File: src/hdl/iee_pkg.sv
// shared constants, types and helpers of the infix expression evaluator
`default_nettype none
package iee_pkg;

  localparam int STACK_DEPTH = 16;
  localparam int VALUE_WIDTH = 32;
  localparam int DEPTH_W     = $clog2(STACK_DEPTH + 1);
  localparam int ADDR_W      = $clog2(STACK_DEPTH);
  localparam int CNT_W       = $clog2(VALUE_WIDTH + 1);

  localparam logic [7:0] CH_ZERO  = 8'h30;
  localparam logic [7:0] CH_NINE  = 8'h39;
  localparam logic [7:0] CH_LPAR  = 8'h28;
  localparam logic [7:0] CH_RPAR  = 8'h29;
  localparam logic [7:0] CH_PLUS  = 8'h2b;
  localparam logic [7:0] CH_MINUS = 8'h2d;
  localparam logic [7:0] CH_STAR  = 8'h2a;
  localparam logic [7:0] CH_SLASH = 8'h2f;

  typedef enum logic [2:0] {
    OP_NONE = 3'd0,
    OP_ADD  = 3'd1,
    OP_SUB  = 3'd2,
    OP_MUL  = 3'd3,
    OP_DIV  = 3'd4,
    OP_LPAR = 3'd5
  } op_t;

  typedef enum logic [1:0] {
    ERR_NONE     = 2'd0,
    ERR_DIVZERO  = 2'd1,
    ERR_SYNTAX   = 2'd2,
    ERR_OVERFLOW = 2'd3
  } err_t;

  function automatic logic [1:0] prec(input logic [2:0] op);
    logic [1:0] p;
    p = 2'd0;
    if (op == OP_MUL || op == OP_DIV) p = 2'd2;
    else if (op == OP_ADD || op == OP_SUB) p = 2'd1;
    return p;
  endfunction

endpackage
`default_nettype wire

File: src/hdl/iee_ram.sv
// generic single write port ram with registered read
`default_nettype none
module iee_ram #(
  parameter int WIDTH = 8,
  parameter int DEPTH = 16
) (
  input  wire logic                     clk,
  input  wire logic                     wr_en,
  input  wire logic [$clog2(DEPTH)-1:0] wr_addr,
  input  wire logic [WIDTH-1:0]         wr_data,
  input  wire logic [$clog2(DEPTH)-1:0] rd_addr,
  output logic      [WIDTH-1:0]         rd_data
);
  logic [WIDTH-1:0] mem [DEPTH];

  always_ff @(posedge clk) begin
    if (wr_en) mem[wr_addr] <= wr_data;
    rd_data <= mem[rd_addr];
  end
endmodule
`default_nettype wire

File: src/hdl/iee_div.sv
// iterative signed divider, one quotient bit per cycle, truncating toward zero
`default_nettype none
module iee_div
  import iee_pkg::*;
(
  input  wire logic                   clk,
  input  wire logic                   rst_n,
  input  wire logic                   start,
  input  wire logic [VALUE_WIDTH-1:0] dividend,
  input  wire logic [VALUE_WIDTH-1:0] divisor,
  output logic                        done,
  output logic      [VALUE_WIDTH-1:0] quotient
);
  logic                   busy_r, busy_nxt;
  logic                   done_r, done_nxt;
  logic [CNT_W-1:0]       cnt_r, cnt_nxt;
  logic [VALUE_WIDTH-1:0] rem_r, rem_nxt;
  logic [VALUE_WIDTH-1:0] quo_r, quo_nxt;
  logic [VALUE_WIDTH-1:0] den_r, den_nxt;
  logic                   neg_r, neg_nxt;
  logic [VALUE_WIDTH:0]   trial;
  logic [VALUE_WIDTH:0]   diff;

  always_comb begin
    busy_nxt = busy_r;
    done_nxt = 1'b0;
    cnt_nxt  = cnt_r;
    rem_nxt  = rem_r;
    quo_nxt  = quo_r;
    den_nxt  = den_r;
    neg_nxt  = neg_r;
    trial    = {rem_r, quo_r[VALUE_WIDTH-1]};
    diff     = trial - {1'b0, den_r};
    if (start) begin
      busy_nxt = 1'b1;
      cnt_nxt  = CNT_W'(VALUE_WIDTH);
      rem_nxt  = '0;
      quo_nxt  = dividend[VALUE_WIDTH-1] ? (~dividend + 1'b1) : dividend;
      den_nxt  = divisor[VALUE_WIDTH-1] ? (~divisor + 1'b1) : divisor;
      neg_nxt  = dividend[VALUE_WIDTH-1] ^ divisor[VALUE_WIDTH-1];
    end else if (busy_r) begin
      if (!diff[VALUE_WIDTH]) begin
        rem_nxt = diff[VALUE_WIDTH-1:0];
        quo_nxt = {quo_r[VALUE_WIDTH-2:0], 1'b1};
      end else begin
        rem_nxt = trial[VALUE_WIDTH-1:0];
        quo_nxt = {quo_r[VALUE_WIDTH-2:0], 1'b0};
      end
      cnt_nxt = cnt_r - 1'b1;
      if (cnt_r == CNT_W'(1)) begin
        busy_nxt = 1'b0;
        done_nxt = 1'b1;
      end
    end
  end

  always_ff @(posedge clk) begin
    if (!rst_n) begin
      busy_r <= 1'b0;
      done_r <= 1'b0;
    end else begin
      busy_r <= busy_nxt;
      done_r <= done_nxt;
    end
    cnt_r <= cnt_nxt;
    rem_r <= rem_nxt;
    quo_r <= quo_nxt;
    den_r <= den_nxt;
    neg_r <= neg_nxt;
  end

  assign done     = done_r;
  assign quotient = neg_r ? (~quo_r + 1'b1) : quo_r;
endmodule
`default_nettype wire

File: src/hdl/infix_expression_evaluator.sv
// top level: shunting-yard sequencer over the operator and operand stack rams
//
// channel  direction  beat fields                      flow control
// in_      input      char_code[7:0], last_char        in_valid / in_stall
// out_     output     value[31:0] signed, error_code   out_valid / out_stall
//
// a digit or opening parenthesis is handled in S_IDLE; an operator or closing
// parenthesis passes S_TOP and S_TOPW (only S_TOP on an empty operator stack), then
// S_RR, S_RL, S_EXEC and S_WB for each operator it reduces; a division waits in S_DIV.
// a last character also passes S_FCHK, S_RES and S_EMIT after its final reductions.
// the result waits in the output register; the next character is taken meanwhile,
// but the next last character holds in S_EMIT while a stalled result is still waiting.
// reset is synchronous; stack rams need no clearing, only the depth counters.
`default_nettype none
module infix_expression_evaluator
  import iee_pkg::*;
(
  input  wire logic               clk,
  input  wire logic               rst_n,
  input  wire logic               in_valid,
  output logic                    in_stall,
  input  wire logic [7:0]         in_char_code,
  input  wire logic               in_last_char,
  output logic                    out_valid,
  input  wire logic               out_stall,
  output logic signed [31:0]      out_value,
  output logic        [1:0]       out_error_code
);
  typedef enum logic [10:0] {
    S_IDLE = 11'b00000000001,
    S_TOP  = 11'b00000000010,
    S_TOPW = 11'b00000000100,
    S_RR   = 11'b00000001000,
    S_RL   = 11'b00000010000,
    S_EXEC = 11'b00000100000,
    S_DIV  = 11'b00001000000,
    S_WB   = 11'b00010000000,
    S_FCHK = 11'b00100000000,
    S_RES  = 11'b01000000000,
    S_EMIT = 11'b10000000000
  } state_t;

  typedef enum logic [2:0] {
    M_CLOSE = 3'b001,
    M_OP    = 3'b010,
    M_FIN   = 3'b100
  } mode_t;

  state_t                 state_r, state_nxt;
  mode_t                  mode_r, mode_nxt;
  logic [DEPTH_W-1:0]     od_r, od_nxt;
  logic [DEPTH_W-1:0]     vd_r, vd_nxt;
  logic [1:0]             err_r, err_nxt;
  logic                   last_r, last_nxt;
  logic [2:0]             op_r, op_nxt;
  logic [2:0]             alu_op_r, alu_op_nxt;
  logic [VALUE_WIDTH-1:0] lhs_r, lhs_nxt;
  logic [VALUE_WIDTH-1:0] rhs_r, rhs_nxt;
  logic [VALUE_WIDTH-1:0] t_r, t_nxt;
  logic [VALUE_WIDTH-1:0] res_r, res_nxt;
  logic                   ov_r, ov_nxt;
  logic [31:0]            oval_r, oval_nxt;
  logic [1:0]             oerr_r, oerr_nxt;

  logic                   opm_we;
  logic [ADDR_W-1:0]      opm_wa, opm_ra;
  logic [2:0]             opm_wd, opm_rd;
  logic                   vm_we;
  logic [ADDR_W-1:0]      vm_wa, vm_ra;
  logic [VALUE_WIDTH-1:0] vm_wd, vm_rd;
  logic                   div_start, div_done;
  logic [VALUE_WIDTH-1:0] div_q;
  logic [2*VALUE_WIDTH-1:0] prod;
  logic signed [63:0]     res_ext;
  logic                   last_now;
  state_t                 done_state;
  logic [DEPTH_W-1:0]     od_m1, vd_m1, vd_m2;

  iee_ram #(.WIDTH(3), .DEPTH(STACK_DEPTH)) u_op_ram (
    .clk(clk), .wr_en(opm_we), .wr_addr(opm_wa), .wr_data(opm_wd),
    .rd_addr(opm_ra), .rd_data(opm_rd)
  );

  iee_ram #(.WIDTH(VALUE_WIDTH), .DEPTH(STACK_DEPTH)) u_val_ram (
    .clk(clk), .wr_en(vm_we), .wr_addr(vm_wa), .wr_data(vm_wd),
    .rd_addr(vm_ra), .rd_data(vm_rd)
  );

  iee_div u_div (
    .clk(clk), .rst_n(rst_n), .start(div_start), .dividend(lhs_r),
    .divisor(rhs_r), .done(div_done), .quotient(div_q)
  );

  assign prod    = lhs_r * rhs_r;
  assign res_ext = 64'(signed'(res_r));
  assign od_m1   = od_r - 1'b1;
  assign vd_m1   = vd_r - 1'b1;
  assign vd_m2   = vd_r - 2'd2;

  always_comb begin
    state_nxt  = state_r;
    mode_nxt   = mode_r;
    od_nxt     = od_r;
    vd_nxt     = vd_r;
    err_nxt    = err_r;
    last_nxt   = last_r;
    op_nxt     = op_r;
    alu_op_nxt = alu_op_r;
    lhs_nxt    = lhs_r;
    rhs_nxt    = rhs_r;
    t_nxt      = t_r;
    res_nxt    = res_r;
    ov_nxt     = ov_r;
    oval_nxt   = oval_r;
    oerr_nxt   = oerr_r;
    opm_we     = 1'b0;
    opm_wa     = od_r[ADDR_W-1:0];
    opm_wd     = op_r;
    opm_ra     = od_m1[ADDR_W-1:0];
    vm_we      = 1'b0;
    vm_wa      = vd_r[ADDR_W-1:0];
    vm_wd      = t_r;
    vm_ra      = vd_m1[ADDR_W-1:0];
    div_start  = 1'b0;
    in_stall   = (state_r != S_IDLE);
    last_now   = (state_r == S_IDLE) ? in_last_char : last_r;
    done_state = last_now ? S_TOP : S_IDLE;

    if (ov_r && !out_stall) ov_nxt = 1'b0;

    unique case (state_r)
      S_IDLE: begin
        if (in_valid) begin
          last_nxt = in_last_char;
          mode_nxt = M_FIN;
          state_nxt = done_state;
          if (err_r == ERR_NONE) begin
            if (in_char_code >= CH_ZERO && in_char_code <= CH_NINE) begin
              if (vd_r == DEPTH_W'(STACK_DEPTH)) err_nxt = ERR_OVERFLOW;
              else begin
                vm_we  = 1'b1;
                vm_wd  = VALUE_WIDTH'(in_char_code - CH_ZERO);
                vd_nxt = vd_r + 1'b1;
              end
            end else if (in_char_code == CH_LPAR) begin
              if (od_r == DEPTH_W'(STACK_DEPTH)) err_nxt = ERR_OVERFLOW;
              else begin
                opm_we = 1'b1;
                opm_wd = OP_LPAR;
                od_nxt = od_r + 1'b1;
              end
            end else if (in_char_code == CH_RPAR) begin
              mode_nxt  = M_CLOSE;
              state_nxt = S_TOP;
            end else if (in_char_code == CH_PLUS || in_char_code == CH_MINUS ||
                         in_char_code == CH_STAR || in_char_code == CH_SLASH) begin
              mode_nxt  = M_OP;
              state_nxt = S_TOP;
              priority if (in_char_code == CH_PLUS)  op_nxt = OP_ADD;
              else if     (in_char_code == CH_MINUS) op_nxt = OP_SUB;
              else if     (in_char_code == CH_STAR)  op_nxt = OP_MUL;
              else                                   op_nxt = OP_DIV;
            end else begin
              err_nxt = ERR_SYNTAX;
            end
          end
        end
      end
      S_TOP: begin
        if (err_r != ERR_NONE || od_r == '0) begin
          unique case (mode_r)
            M_CLOSE: begin
              if (err_r == ERR_NONE) err_nxt = ERR_SYNTAX;
              mode_nxt  = M_FIN;
              state_nxt = done_state;
            end
            M_OP: begin
              if (err_r == ERR_NONE) begin
                opm_we = 1'b1;
                od_nxt = od_r + 1'b1;
              end
              mode_nxt  = M_FIN;
              state_nxt = done_state;
            end
            default: state_nxt = S_FCHK;
          endcase
        end else begin
          state_nxt = S_TOPW;
        end
      end
      S_TOPW: begin
        logic do_reduce;
        do_reduce = 1'b0;
        unique case (mode_r)
          M_CLOSE: begin
            if (opm_rd == OP_LPAR) begin
              od_nxt    = od_m1;
              mode_nxt  = M_FIN;
              state_nxt = done_state;
            end else do_reduce = 1'b1;
          end
          M_OP: begin
            if (opm_rd != OP_LPAR && prec(opm_rd) >= prec(op_r)) do_reduce = 1'b1;
            else begin
              if (od_r == DEPTH_W'(STACK_DEPTH)) err_nxt = ERR_OVERFLOW;
              else begin
                opm_we = 1'b1;
                od_nxt = od_r + 1'b1;
              end
              mode_nxt  = M_FIN;
              state_nxt = done_state;
            end
          end
          default: begin
            if (opm_rd == OP_LPAR) begin
              err_nxt   = ERR_SYNTAX;
              state_nxt = S_TOP;
            end else do_reduce = 1'b1;
          end
        endcase
        if (do_reduce) begin
          od_nxt     = od_m1;
          alu_op_nxt = opm_rd;
          if (vd_r < DEPTH_W'(2)) begin
            err_nxt   = ERR_SYNTAX;
            state_nxt = S_TOP;
          end else begin
            vm_ra     = vd_m1[ADDR_W-1:0];
            state_nxt = S_RR;
          end
        end
      end
      S_RR: begin
        rhs_nxt   = vm_rd;
        vm_ra     = vd_m2[ADDR_W-1:0];
        state_nxt = S_RL;
      end
      S_RL: begin
        lhs_nxt   = vm_rd;
        state_nxt = S_EXEC;
      end
      S_EXEC: begin
        state_nxt = S_WB;
        unique case (alu_op_r)
          OP_ADD: t_nxt = lhs_r + rhs_r;
          OP_SUB: t_nxt = lhs_r - rhs_r;
          OP_MUL: t_nxt = prod[VALUE_WIDTH-1:0];
          OP_DIV: begin
            if (rhs_r == '0) begin
              err_nxt   = ERR_DIVZERO;
              state_nxt = S_TOP;
            end else begin
              div_start = 1'b1;
              state_nxt = S_DIV;
            end
          end
          default: begin
            err_nxt   = ERR_SYNTAX;
            state_nxt = S_TOP;
          end
        endcase
      end
      S_DIV: begin
        if (div_done) begin
          t_nxt     = div_q;
          state_nxt = S_WB;
        end
      end
      S_WB: begin
        vm_we     = 1'b1;
        vm_wa     = vd_m2[ADDR_W-1:0];
        vd_nxt    = vd_m1;
        state_nxt = S_TOP;
      end
      S_FCHK: begin
        if (err_r == ERR_NONE && vd_r != DEPTH_W'(1)) err_nxt = ERR_SYNTAX;
        vm_ra     = '0;
        state_nxt = S_RES;
      end
      S_RES: begin
        res_nxt   = (err_r == ERR_NONE) ? vm_rd : '0;
        state_nxt = S_EMIT;
      end
      S_EMIT: begin
        if (!ov_r || !out_stall) begin
          ov_nxt    = 1'b1;
          oval_nxt  = res_ext[31:0];
          oerr_nxt  = err_r;
          od_nxt    = '0;
          vd_nxt    = '0;
          err_nxt   = ERR_NONE;
          state_nxt = S_IDLE;
        end
      end
      default: state_nxt = S_IDLE;
    endcase
  end

  always_ff @(posedge clk) begin
    if (!rst_n) begin
      state_r <= S_IDLE;
      mode_r  <= M_FIN;
      od_r    <= '0;
      vd_r    <= '0;
      err_r   <= ERR_NONE;
      ov_r    <= 1'b0;
    end else begin
      state_r <= state_nxt;
      mode_r  <= mode_nxt;
      od_r    <= od_nxt;
      vd_r    <= vd_nxt;
      err_r   <= err_nxt;
      ov_r    <= ov_nxt;
    end
    last_r   <= last_nxt;
    op_r     <= op_nxt;
    alu_op_r <= alu_op_nxt;
    lhs_r    <= lhs_nxt;
    rhs_r    <= rhs_nxt;
    t_r      <= t_nxt;
    res_r    <= res_nxt;
    oval_r   <= oval_nxt;
    oerr_r   <= oerr_nxt;
  end

  assign out_valid      = ov_r;
  assign out_value      = oval_r;
  assign out_error_code = oerr_r;
endmodule
`default_nettype wire

File: config.mk
export PLATFORM = sky130hd
export DESIGN_NAME = infix_expression_evaluator
export DESIGN_NICKNAME = d
export VERILOG_FILES = /design/src/hdl/iee_pkg.sv /design/src/hdl/iee_ram.sv /design/src/hdl/iee_div.sv /design/src/hdl/infix_expression_evaluator.sv
export SDC_FILE = /design/constraint.sdc
export NUM_CORES = 2
export LEC_CHECK = 0
export BUFFER_PORTS_ARGS = -buffer_cell sky130_fd_sc_hd__buf_2
export CAP_MARGIN = 20
export CORE_MARGIN = 2
export CORE_UTILIZATION = 30
export DETAILED_ROUTE_END_ITERATION = 12
export SLEW_MARGIN = 5
export SYNTH_ARGS = -nofsm -noshare
export SYNTH_HDL_FRONTEND = slang
export SYNTH_SLANG_ARGS = --single-unit
File: constraint.sdc
create_clock -name clk -period 8.85 [get_ports clk]
set_clock_uncertainty 0.15 [all_clocks]
set_input_delay 0 -clock clk [delete_from_list [all_inputs] [get_ports clk]]
set_output_delay 0 -clock clk [all_outputs]
set_load 0.05 [all_outputs]
==> impl_metrics.ini <==
[timing]
setup_tns_ns = 0
grt_setup_unrepaired = false
timing.hold.ws_ns = 0.108
layout_worst_path_cycle_share_pct = 91.1
timing.slew.headroom_pct = 26.6
finalWorstPathRequiredPeriod_ns = 8.06
maxClockFrequency_mhz = 124
timing.final.setup_violations = 0
report.final.slew_viol_count = 0
hold_viol_final = 0
tightest_slew_ns = 1.10

[global_route]
pin_count_of_the_biggest_net_entering_global_routing = 185
groute.usage.overall_pct = 16.6
grt_antenna_before_repair = 8
first_global_vias = 38563
globalRouteOverflowTotal = 0
first_pass_grt_wire_length_um = 243000

[logic_synthesis]
ys_types = 84
netlist.top_cell.by_area = sky130_fd_sc_hd__edfxtp_1
syn-num-nets = 5765
ys_warn_count = 0
synthArstFlopShare_pct = 0
synth-edff-count = 794
most_area_consuming_cells_after_synthesis = sky130_fd_sc_hd__edfxtp_1 (42%), sky130_fd_sc_hd__fa_1 (14%), sky130_fd_sc_hd__and2_1 (5.2%)
yosysTopAreaCellShare_pct = 42.1
synthCells = 5134
ys_ff_latch = 896
count_leader_synth = sky130_fd_sc_hd__edfxtp_1
synthesis.area_sq_mm = 0.0566
avg_inst_size_synth_sq_um = 11.0
post_synth_most_frequent_cells = sky130_fd_sc_hd__edfxtp_1 (794), sky130_fd_sc_hd__nand2_1 (720), sky130_fd_sc_hd__and2_1 (475), sky130_fd_sc_hd__inv_1 (453), sky130_fd_sc_hd__fa_1 (410)
seq_area_frac_synth_pct = 45.7
postSynth.topFlopCell = sky130_fd_sc_hd__edfxtp_1

[worst_hold_path]
hold_path_depth = 4
terminating_pin_of_the_worst_hold_path = state_r[1]
worst_hold_startpoint = in_last_char
hold_class = in2reg

[clock_tree]
clkSinkCount = 896
postCtsSetupBuffers = 0
number_of_buffers_added_by_the_clock_tree_synthesis_step = 92
cts.reportedPaths.clkPinSlew_ns = 0.07
root_buffer = sky130_fd_sc_hd__clkbuf_16
htreeDepth = 3
clock_path_buffers = 3
tritoncts = yes
clkLatencyLatePin_ns = 0.71

[setup_path]
timing.rr.end = t_r[27]
worstPathCellList = buf_4 -> and2_1 -> fa_1 -> inv_1 -> fa_1 -> fa_1 -> fa_1 -> inv_1 -> fa_1 -> fa_1 -> fa_1 -> fa_1 -> ha_1 -> and3_1 -> a221oi_1 -> o21ai_0 -> o21bai_1 -> nand2_1 -> a31oi_1 -> xor2_1 -> nor2_1 -> a211oi_1 -> a21oi_1
worstReg2RegStart = rhs_r[2]
cell_family_with_the_largest_share_of_critical_path_delay = adder cells
critical_path_arrival_ns = 8.34
cp.required_ns = 9.14
worst-setup-path-type = reg2reg
critical_path.max_stage_delay_ns = 0.67
number_of_cells_on_the_critical_path = 23
worst-r2r-setup-slack_ns = 0.79
path_max_fanout = 18
critPathBufInv = 3
critical_path.slowest_cell = sky130_fd_sc_hd__edfxtp_1
worst_setup_path_end_kind = flip-flop
worst_path_most_repeated_cell = sky130_fd_sc_hd__fa_1
start_kind = flip-flop
reg2reg_depth = 23

[detailed_routing]
drtIter0Drc = 3369
vias_per_cell = 4.99
via_count = 38292
detail_route.wl_per_cell_um = 21.0
postRouteAntennaNets = 0
postRouteWirelength_um = 161000
first_pass_iters = 5
residual_drc = 0

[pwr]
power.density_cell_area_mw_per_mm2 = 160
irDropWorstVdd_mv = 0.135
leakagePower_uw = 0.0240

[floorplan]
fp.dieArea_sq_mm = 0.192
rows = 159
floorplan.die.height_um = 438
floorplan.die.width_um = 438
floorplan.initialDensity_pct = 30.2
core_sq_mm = 0.188
num_io_pins = 49

[cells_and_area]
nFillCells = 18607
area_growth_syn_to_layout_pct = 11.5
final_layout_net_count = 5728
drive_gt1_share_pct = 7.17

[run]
drv.max_cap_violation_count = 0

[place]
place_congestion = 0.962
buffer_ports.inserted = 48
post-dp-hpwl_um = 110000

[run_status]
run_status = complete, no violations
[cells in the final DEF (no fill, tap or decap), types with 69 or more instances in the layout]
master	instances
sky130_fd_sc_hd__inv_1	453
sky130_fd_sc_hd__xor2_1	116
sky130_fd_sc_hd__a21oi_1	212
sky130_fd_sc_hd__xnor2_1	154
sky130_fd_sc_hd__fa_1	410
sky130_fd_sc_hd__clkbuf_16	94
sky130_fd_sc_hd__a211oi_1	194
sky130_fd_sc_hd__a31oi_1	84
sky130_fd_sc_hd__nand2_1	720
sky130_fd_sc_hd__nor2_1	151
sky130_fd_sc_hd__dfxtp_1	101
sky130_fd_sc_hd__buf_4	104
sky130_fd_sc_hd__edfxtp_1	794
sky130_fd_sc_hd__o21ai_0	158
sky130_fd_sc_hd__a311oi_1	69
sky130_fd_sc_hd__ha_1	208
sky130_fd_sc_hd__and2_1	475
[layer usage]
layer	GRT usage, %	part of all wire (%)	vias to the layer above
met5	0	0.035	-
met4	6.43	3.9	8
met3	2.45	6.1	270
met2	28.7	50	1223
met1	20.8	40	19224
li1	-	-	17567
[sequential cells by signal, indices dropped and copies added (netlist names), 2 cells and up]
signal             cells
alu_op_r               3
err_r                  2
lhs_r                 32
mode_r                 3
od_r                   5
op_r                   3
out_error_code         2
out_value             32
res_r                 32
rhs_r                 32
state_r               11
t_r                   32
u_div.cnt_r            6
u_div.den_r           32
u_div.quo_r           32
u_div.rem_r           32
u_op_ram.mem          48
u_op_ram.rd_data       3
u_val_ram.mem        512
u_val_ram.rd_data     32
vd_r                   5
[logic make-up after synthesis]
logic type	Yosys count	share of synthesized area, %
simple gates	1639	14.3
compound gates	899	10.4
flops	896	45.7
buf+inv	764	5.12
fa+ha+maj	618	19.1
xor+xnor	271	4.19
mux	47	1.17
[stage by stage]
step                total power [uW]  util (%)  instance area, sq um  instances  worst slack (ns)
floorplan                       5700         -                 56600       5134              1.55
global placement                6200      31.9                 59900       7474             0.898
detailed placement              6210      31.9                 59900       7474             0.843
CTS                            10200      33.7                 63100       7665             0.823
global route                   10500      33.7                 63200       7666             0.444
finish                         10100      33.7                 63200       7669             0.792
[final cells by class]
class	count	area [sq um]	share of cell area (%)
clock inverter	48	542	0.858
sequential	896	25900	41.0
inverter	454	1700	2.70
timing repair buffer	179	1330	2.10
clock buffer	120	2510	3.97
tap	2495	3120	4.94
antenna	3	7.51	0.0119
multi-input combinational	3474	28100	44.4
[power by group]
part           internal (uW)  switching, uW  total [uW]
registers               4720            245        4960
logic                    386            780        1170
clock network           2210           1760        3980
[worst min-delay path, cell delays in order]
cell                            delay (ns)
sky130_fd_sc_hd__dlygate4sd3_1        0.53
sky130_fd_sc_hd__buf_2                0.15
sky130_fd_sc_hd__o21ai_0              0.17
sky130_fd_sc_hd__a211oi_1             0.07
[how the worst max path moves through the flow]
| stage | slack (ns) | endpoint | from |
|---|---|---|---|
| CTS | 0.82 | t_r[27] | rhs_r[2] |
| global placement | 0.90 | t_r[27] | rhs_r[2] |
| floorplan | 1.55 | t_r[27] | rhs_r[7] |
| finish | 0.79 | t_r[27] | rhs_r[2] |
| detailed placement | 0.84 | t_r[27] | rhs_r[2] |
| global route | 0.44 | t_r[23] | rhs_r[2] |
[timing repair]
| item | CTS | global route |
|---|---|---|
| endpoints found under the setup margin | 0 | 0 |
| hold buffers | 23 | 0 |
| endpoints found under the hold margin | 178 | 0 |
| resized for setup | 0 | 0 |
(Power assumes the default switching activity.)
